`src/rtl/core/msqe_pkg.sv`:
```
package msqe_pkg;

  // Sizing of the list set and the shared entry store
  localparam int NUM_LISTS  = 16;
  localparam int LIST_DEPTH = 32;
  localparam int WORD_WIDTH = 64;

  // Fixed field widths of the command and result ports
  localparam int ACTION_W = 2;
  localparam int INDEX_W  = 4;
  localparam int STATUS_W = 3;
  localparam int DATA_W   = 64;

  // Derived widths; LIST_DEPTH is a power of two so a ring slot wraps for free
  localparam int LIST_W = (NUM_LISTS > 1) ? $clog2(NUM_LISTS) : 1;
  localparam int PTR_W  = (LIST_DEPTH > 1) ? $clog2(LIST_DEPTH) : 1;
  localparam int CNT_W  = PTR_W + 1;
  localparam int ADDR_W = LIST_W + PTR_W;
  localparam int STORE_DEPTH = NUM_LISTS * LIST_DEPTH;

  typedef enum logic [ACTION_W-1:0] {
    ACT_CREATE  = 2'd0,
    ACT_PUSH    = 2'd1,
    ACT_POP     = 2'd2,
    ACT_INVALID = 2'd3
  } action_e;

  typedef enum logic [STATUS_W-1:0] {
    ST_OK      = 3'd0,
    ST_EXISTS  = 3'd1,
    ST_MISSING = 3'd2,
    ST_EMPTY   = 3'd3,
    ST_FULL    = 3'd4,
    ST_INVALID = 3'd5
  } status_e;

  // Controller to datapath
  typedef struct packed {
    logic load;   // capture the command transaction
    logic exec;   // evaluate, update list tables, access the store
    logic fetch;  // move store read data into the result register
  } dp_cmd_t;

  // Datapath to controller
  typedef struct packed {
    logic pop_hit;  // current command is a successful pop
  } dp_sts_t;

endpackage

```
`src/rtl/core/msqe_ctrl.sv`:
```
module msqe_ctrl (
  input  logic              clk_i,
  input  logic              rst_ni,
  input  logic              start_i,
  output logic              busy_o,
  output logic              done_o,
  output msqe_pkg::dp_cmd_t cmd_o,
  input  msqe_pkg::dp_sts_t sts_i
);
  import msqe_pkg::*;

  typedef enum logic [1:0] {
    S_IDLE,
    S_EXEC,
    S_FETCH
  } state_e;

  state_e state_q;
  logic   done_q;

  // Commands to the datapath follow the current state
  always_comb begin
    cmd_o.load  = start_i && (state_q == S_IDLE);
    cmd_o.exec  = (state_q == S_EXEC);
    cmd_o.fetch = (state_q == S_FETCH);
  end

  assign busy_o = (state_q != S_IDLE);
  assign done_o = done_q;

  // State and result strobe
  always_ff @(posedge clk_i or negedge rst_ni) begin
    if (!rst_ni) begin
      state_q <= S_IDLE;
      done_q  <= 1'b0;
    end else begin
      done_q <= 1'b0;
      case (state_q)
        S_IDLE: begin
          if (start_i) begin
            state_q <= S_EXEC;
          end
        end
        S_EXEC: begin
          if (sts_i.pop_hit) begin
            state_q <= S_FETCH;
          end else begin
            state_q <= S_IDLE;
            done_q  <= 1'b1;
          end
        end
        S_FETCH: begin
          state_q <= S_IDLE;
          done_q  <= 1'b1;
        end
        default: begin
          state_q <= S_IDLE;
        end
      endcase
    end
  end

endmodule

```
`config.mk`:
```
export PLATFORM = sky130hd
export DESIGN_NAME = msqe_ctrl
export DESIGN_NICKNAME = d
export VERILOG_FILES = /design/src/rtl/core/msqe_pkg.sv /design/src/rtl/core/msqe_ctrl.sv
export SDC_FILE = /design/constraint.sdc
export NUM_CORES = 1
export LEC_CHECK = 0
export ABC_AREA = 1
export BUFFER_PORTS_ARGS = -buffer_cell sky130_fd_sc_hd__buf_2
export CAP_MARGIN = 5
export CORE_AREA = 4 4 41 43
export CTS_CLUSTER_DIAMETER = 200
export DETAILED_ROUTE_END_ITERATION = 16
export DIE_AREA = 0 0 45 47
export GPL_TIMING_DRIVEN = 0
export PLACE_DENSITY_LB_ADDON = 0.1
export SYNTH_ARGS = -nofsm -noshare
export SYNTH_HDL_FRONTEND = slang
export SYNTH_SLANG_ARGS = --single-unit
```
`constraint.sdc`:
```
create_clock -name clk_i -period 1.13 [get_ports clk_i]
set_clock_uncertainty 0.2 [all_clocks]
set_input_delay 0.113 -clock clk_i [delete_from_list [all_inputs] [get_ports clk_i]]
set_output_delay 0.113 -clock clk_i [all_outputs]
set_load 0.1 [all_outputs]
```
# ---- Word-level counts from Yosys, hierarchy flattened
# Index checks and enable logic that the tools add are counted.
dict set report word_totals {
  ff_bits 3
  elab_cells 13
  out_inout_bits 5
  input_bits 4
}
dict set report op_classes {
  n_mux 5
  reduce_logical 3
  n_eq_ne 3
}
# operator n
set op_table {}
lappend op_table {{2-to-1 mux 2 bit} 2}
lappend op_table {{one-hot mux 2 bit (2 select lines)} 1}
lappend op_table {{== test 2 x 1 -> 1 bit (second input constant)} 1}
lappend op_table {{== test 2 bit (second input constant)} 1}
lappend op_table {{zero test 2 bit} 1}
lappend op_table {{inequality test 2 bit (second input constant)} 1}
lappend op_table {{one-hot mux 1 bit (2 select lines)} 1}
lappend op_table {{nonzero test 2 bit} 1}
lappend op_table {{logical AND 1 bit} 1}
lappend op_table {{2-to-1 mux 1 bit} 1}

# ---- Logic depth before layout (Yosys ltp)
# Gate-level depths: netlist of the first run.
dict set report depth {
  ltp_word 2
  ltp_mapped 6
  mapped_depth_nobuf 6
}

# ---- Worst setup path after synthesis of the first run
# OpenSTA, ideal clock, no wires.
dict set report synth_timing {
  path_kind {reg2reg}
  from {register state_q[1]}
  to {register state_q[1]}
  slack_ns -0.679
  t_arrival_ns 1.544
  required_time_ns 0.865
  setup_ns 0.065
  path_stages_with_launch 7
  path_cell_list {dfrtp_1 -> inv_1 -> ha_1 -> nand2_1 -> inv_1 -> nand2_1 -> nand2_1}
}
# item line_no
set synth_rtl {}
lappend synth_rtl {{start, declared} msqe_ctrl.sv:18} ;# state_e state_q;
lappend synth_rtl {{start signal, assigned} msqe_ctrl.sv:34} ;# state_q <= S_IDLE;
lappend synth_rtl {{start signal, assigned} msqe_ctrl.sv:41} ;# state_q <= S_EXEC;
lappend synth_rtl {{start signal, assigned} msqe_ctrl.sv:46} ;# state_q <= S_FETCH;

==> metrics.txt, run 1 <==
Slew Viols, Final=0; cell area after layout=522 um2; Seq cells post-synth=3; register area share after synthesis=0.361; pin count of the biggest net entering global routing=4; failing checks=negative setup slack; Hold Path Class=in2async; initial antenna violation count=0; crit path kind=reg2out; Post-Syn Area=208 um2; CP max stage delay=430 ps; Final Util=0.401; maxcap violations=0; final routed DRC violation total=0; root buffer cell=clkbuf_4; core area=0.00130 mm2; multi-input logic area=155 um2; Crit path arrival time=1200 ps; critical path capture point type=primary output; Setup violations, final=7; share of post-route cells with drive strength above 1=0.680; Worst Setup Start Kind=flip-flop; CP max stage cell=dfrtp_2; worst skew pair latency=230 ps; critical-path cell list=inv_4, ha_4, nand2_2, clkinvlp_4, buf_12; die area=0.00212 mm2; global route total overflow=0; DRT Pass-1 Iters=4; number of clock sinks=3; Syn Area/Cell=7.42 um2; Worst EP required=820 ps; Cells after DPL=51; total of fill cells in the finished design=137; total wire length=566 um; diode count=0; Cell Count, Final, Fillers Out=65; Port Buffers=8; Max Buffers Root-to-Sink=2; Worst slew margin=0.866; row count=13; synth-to-layout area growth=151%; Worst-path clk slew=40 ps; Tot GR Track Use=0.0610; Hold Fails Final Rpt=0; global-route wire length before repair=903 um; Reg area=77.6 um2; crit-path max FO=3; vias in the first global route=246; f_max=0.659 GHz; post-synth cell types=7; RSZ-0062 raised after global routing=true; average vias per placed instance=3.82; via count=248; Synth Net Count=36; Die Ht=47 um; Routed wire per std cell=8.71 um; Post-DP Area=314 um2; outcome=complete, but fails checks; crit share post-route=1.34; Synth warnings=0; worst slew pin tran=202 ps; Min Clock Period, post-route=1520 ps; Routed Antenna Nets=0; final worst slack=-387 ps; DRT iter0 DRCs=7; post-synthesis instance total=28; starting density of the core=0.160; Die Wd=45 um; nets@finish=59; CTS Buf Count=3; H-tree Lvls=1; CTS tree=yes; worst reg2reg setup slack=-250 ps; I/O pins=9; Post-DP HPWL=408 um; global placement routability congestion=0.675
==> final cells by class <==
class	instances	area share
multi-input combinational	16	0.297
timing repair buffer	18	0.386
clock buffer	4	0.0504
inverter	9	0.0815
tap	15	0.0360
sequential	3	0.149
==> flip-flops by register name, summed over array words and instances (netlist names) <==
register,cells
done_o,1
state_q,2
==> kinds of logic (layout without fill, tap and decap cells) <==
kind of cell	after synthesis	after routing	share of synthesized area
AND/OR/NAND/NOR	11	11	0.211
buffers and inverters	9	31	0.163
adder cells (fa/ha/maj)	4	4	0.241
flip-flops	3	3	0.361
AO/OA/AOI/OAI	1	1	0.0241
==> per-layer routing <==
layer  track usage  vias up  wire length, um
met4        0.0702        0                0
met1        0.0664      112              205
met5             0        -                0
met2        0.0989       13              301
li1              -      123                -
met3       0.00383        0               60
==> cells in the final DEF, fill, tap and decap left out <==
master,count
inv_4,2
clkinvlp_4,1
buf_12,5
dfrtp_2,2
inv_2,2
nand2_1,7
clkbuf_4,3
a21oi_2,1
buf_2,3
clkbuf_1,1
dfrtp_1,1
nand2_2,3
nor2_4,1
dlygate4sd3_1,3
inv_1,4
buf_6,1
buf_4,6
ha_2,1
ha_4,3
==> path summary, 6_finish.rpt <==
| check | from | to | cells after the start |
|---|---|---|---|
| setup / recovery | state_q[0]$_DFFE_PN0P_ | cmd_o[2] | 5 |
| hold / removal | rst_ni | state_q[1]$_DFFE_PN0P_ | 2 |
| setup reg to reg | state_q[0]$_DFFE_PN0P_ | state_q[1]$_DFFE_PN0P_ | 7 |
| hold reg to reg | state_q[0]$_DFFE_PN0P_ | state_q[0]$_DFFE_PN0P_ | 2 |
| max in group asynchronous | rst_ni | done_o$_DFF_PN0_ | 2 |
| min in group clk_i | start_i | state_q[0]$_DFFE_PN0P_ | 5 |
==> metrics by stage <==
step	setup slack, ps	TNS (ps)	hold WS (ps)
floorplan	-315	-1120	-383
global placement	-437	-1720	-293
detailed placement	-448	-1810	-288
CTS	-395	-1640	7.45
global route	-418	-1990	40.1
finish	-387	-1720	5.26
==> cell usage after synthesis <==
cell type  number  share of area
ha_1            4           0.24
nor2_2          1          0.030
inv_1           8           0.14
dfrtp_1         3           0.36
inv_2           1          0.018
a21oi_1         1          0.024
nand2_1        10           0.18
==> what timing repair did <==
| action | CTS | global route |
|---|---|---|
| endpoints found under the hold margin | 6 | 0 |
| hold buffers | 3 | 0 |
| pin swaps | 0 | 2 |
| setup buffers | 5 | 2 |
| resized for setup | 21 | 4 |
| endpoints found under the setup margin | 8 | 7 |
==> critical path, delay by kind of cell (launching register included) <==
kind	cells	cell delay [ps]
flops	1	430
buf+inv	3	320
fa+ha+maj	1	150
simple gates	1	60
Power of run 1 is left out: the tool's default activity adds up to more than one toggle a clock period on the data nets, which glitch-free logic cannot reach.
==> inputs of run 2 (changes only) <==
- GPL_TIMING_DRIVEN: 0 -> default
- PLACE_DENSITY_LB_ADDON: 0.1 -> default
==> metrics.txt, run 2 (synthesis gave the netlist of run 1 again) <==
final routed DRC violation total=0; I/O pins=9; via count=230; leading cell type in the layout, fill and taps excluded=nand2_1; final worst slack=-348 ps; vias in the first global route=247; Top reg by flops=state_q; failing checks=negative setup slack; f_max=0.677 GHz; total of fill cells in the finished design=129; Worst EP required=820 ps; starting density of the core=0.160; core area=0.00130 mm2; pin count of the biggest net entering global routing=4; DRT Pass-1 Iters=4; Reg area=76.3 um2; Max Buffers Root-to-Sink=2; root buffer cell=clkbuf_4; Hold Fails Final Rpt=0; cell area after layout=553 um2; die area=0.00212 mm2; Setup violations, final=7; worst slew pin tran=115 ps; number of clock sinks=3; average vias per placed instance=3.38; row count=13; critical path capture point type=primary output; global route total overflow=0; crit share post-route=1.31; diode count=0; global placement routability congestion=0.729; maxcap violations=0; Die Ht=47 um; initial antenna violation count=0; synth-to-layout area growth=166%; global-route wire length before repair=834 um; most frequent cells in the layout=nand2_1, buf_4, buf_12, inv_1, dlygate4sd3_1; total wire length=520 um; Die Wd=45 um; Crit path arrival time=1160 ps; outcome=complete, but fails checks; Tot GR Track Use=0.0571; Routed Antenna Nets=0; Worst slew margin=0.923; Place WS=-108 ps; CTS tree=yes; Routed wire per std cell=7.65 um; nets@finish=62; multi-input logic area=148 um2; DRT iter0 DRCs=2; H-tree Lvls=1; crit-path max FO=3; Post-DP Area=427 um2; crit path kind=reg2out; Hold Path Class=in2reg; Min Clock Period, post-route=1480 ps; share of post-route cells with drive strength above 1=0.604; Post-DP HPWL=384 um; worst skew pair latency=230 ps; Worst Setup Start Kind=flip-flop; max reg flops=2; RSZ-0062 raised after global routing=true; Slew Viols, Final=0; Worst-path clk slew=40 ps; CTS Buf Count=3; Port Buffers=8
[run 2: layout make-up]
| class | instances | area share |
|---|---|---|
| tap | 15 | 0.0339 |
| timing repair buffer | 21 | 0.432 |
| clock buffer | 4 | 0.0475 |
| multi-input combinational | 16 | 0.267 |
| sequential | 3 | 0.138 |
| inverter | 9 | 0.0814 |
[run 2: final timing paths]
| path | slack, ps | from | end | depth (start not counted) |
|---|---|---|---|---|
| worst max-delay path | -350 | state_q[0]$_DFFE_PN0P_ | cmd_o[2] | 5 |
| worst min-delay path | 20 | start_i | state_q[1]$_DFFE_PN0P_ | 5 |
| worst max register to register | -190 | state_q[0]$_DFFE_PN0P_ | state_q[1]$_DFFE_PN0P_ | 8 |
| worst min register to register | 430 | state_q[1]$_DFFE_PN0P_ | state_q[1]$_DFFE_PN0P_ | 3 |
| max in group asynchronous | 70 | rst_ni | done_o$_DFF_PN0_ | 3 |
| min in group asynchronous | 540 | rst_ni | state_q[0]$_DFFE_PN0P_ | 3 |
[run 2: metal layers]
metal	vias up	global-route usage	part of all wire
met1	99	0.0528	0.42
met3	0	0.0115	0.040
met2	4	0.0960	0.54
met5	-	0	0
met4	0	0.0702	0
li1	127	-	-
[run 2: what timing repair did]
action | CTS | global route
pin swaps | 1 | 4
hold endpoints to repair | 6 | 2
hold buffers | 4 | 1
endpoints found under the setup margin | 7 | 8
resized for setup | 1 | 4
setup buffers | 3 | 1
[run 2: through the flow]
stage	util	cells	hold slack, ps	TNS, ps
after global routing	0.425	68	51.3	-2200
after detailed placement	0.328	56	-288	-479
final	0.425	68	23.1	-1830
after global placement	0.328	56	-290	-443
after CTS	0.399	67	24.4	-1680
after floorplan	-	28	-383	-1120
[run 2: critical path, stage by stage (launching register included)]
cell        delay, ps
dfrtp_1           380
inv_2             100
ha_4              160
nand2_2            60
clkinvlp_4         70
buf_12            160
Power of run 2 is left out for the same reason.
==> inputs of run 3 (changes only) <==
- GPL_TIMING_DRIVEN: default -> 0
==> metrics.txt, run 3 (synthesis gave the netlist of run 1 again) <==
synth-to-layout area growth=158%; Die Wd=45 um; hold_ws=-5.47 ps; Routed wire per std cell=9.12 um; Worst Setup Start Kind=flip-flop; critical path capture point type=primary output; Max Buffers Root-to-Sink=2; Routed Antenna Nets=0; CTS tree=yes; maxcap violations=0; CP max stage cell=dfrtp_1; Final Util=0.412; Top reg by flops=state_q; total of fill cells in the finished design=143; Slew Viols, Final=0; final routed DRC violation total=0; nets@finish=62; Worst-path clk slew=40 ps; core area=0.00130 mm2; Tot GR Track Use=0.0713; CP top delay family=buffers and inverters; Setup violations, final=7; final worst slack=-382 ps; share of post-route cells with drive strength above 1=0.642; met1 Use GR=0.0664; number of clock sinks=3; critical-path cell list=buf_4, buf_6, ha_4, buf_12; Most Crowded Layer GR=met2; root buffer cell=clkbuf_4; Crit path arrival time=1200 ps; most frequent cells in the layout=nand2_1, buf_4, inv_1, buf_12; WP buf/inv=3; RSZ-0062 raised after global routing=true; die area=0.00212 mm2; met2 GRT Util=0.127; crit-path max FO=2; f_max=0.661 GHz; Post-DP HPWL=366 um; CP max stage delay=390 ps; Cell Count, Final, Fillers Out=68; vias in the first global route=272; leading cell type in the layout, fill and taps excluded=nand2_1; Die Ht=47 um; pin count of the biggest net entering global routing=4; average vias per placed instance=3.60; Worst EP required=820 ps; starting density of the core=0.160; diode count=0; global placement routability congestion=0.726; H-tree Lvls=1; I/O pins=9; GR Layer Usage met3=0.0153; CTS Buf Count=3; initial antenna violation count=0; DRT iter0 DRCs=2; Hold Fails Final Rpt=2; worst slew pin tran=201 ps; Min Clock Period, post-route=1510 ps; outcome=complete, but fails checks; setup_tns=-1850 ps; global-route wire length before repair=1030 um; crit share post-route=1.34; Worst slew margin=0.866; Hold Path Class=in2async; row count=13; via count=245; max reg flops=2; total wire length=620 um; global route total overflow=0; Port Buffers=8; worst skew pair latency=240 ps; DRT Pass-1 Iters=2; failing checks=negative hold slack, negative setup slack; crit path kind=reg2out; Cells after DPL=51
run 3: area by class of cell:
type                    count  area (um2)  share of cell area
inverters                   9        40.0              0.0748
well taps                  15        18.8              0.0350
clock buffers               4        26.3              0.0491
repair buffers             21         219               0.409
flip-flops and latches      3        76.3               0.143
multi-input cells          16         155               0.290
run 3: worst reg2reg max path: stages, from the launching register on:
cell,delay [ps]
dfrtp_1,390
buf_4,140
buf_6,110
ha_4,160
buf_4,130
inv_2,40
a21oi_2,50
run 3: stage by stage:
| step | cell area, um2 | worst slack, ps |
|---|---|---|
| 2_1_floorplan | 255 | -315 |
| 3_3_place_gp | 314 | -419 |
| 4_1_cts | 510 | -381 |
| 6_report | 536 | -382 |
| 3_5_place_dp | 314 | -433 |
| 5_1_grt | 536 | -418 |
run 3: what timing repair did:
item                       CTS  global route
gates resized for setup     19             5
buffers inserted             8             2
pin swaps                    0             4
gates cloned                 0             0
setup endpoints to repair    8            11
hold buffers                 4             0
hold endpoints to repair     6             0
run 3: worst paths after layout:
kind	from	end	slack [ps]	cells after the start
worst max register to register	state_q[1]$_DFFE_PN0P_	done_o$_DFF_PN0_	-190	6
max in group asynchronous	rst_ni	done_o$_DFF_PN0_	620	2
min in group clk_i	start_i	state_q[1]$_DFFE_PN0P_	30	5
worst max-delay path	state_q[1]$_DFFE_PN0P_	cmd_o[0]	-380	4
worst min-delay path	rst_ni	done_o$_DFF_PN0_	-5	2
worst min register to register	state_q[0]$_DFFE_PN0P_	state_q[0]$_DFFE_PN0P_	460	3
run 3: per-layer routing:
metal  wire, um  up-vias
met2        354        6
met4          8        0
met3         27        2
li1           -      127
met5          0        -
met1        230      110
Power of run 3 is left out for the same reason.
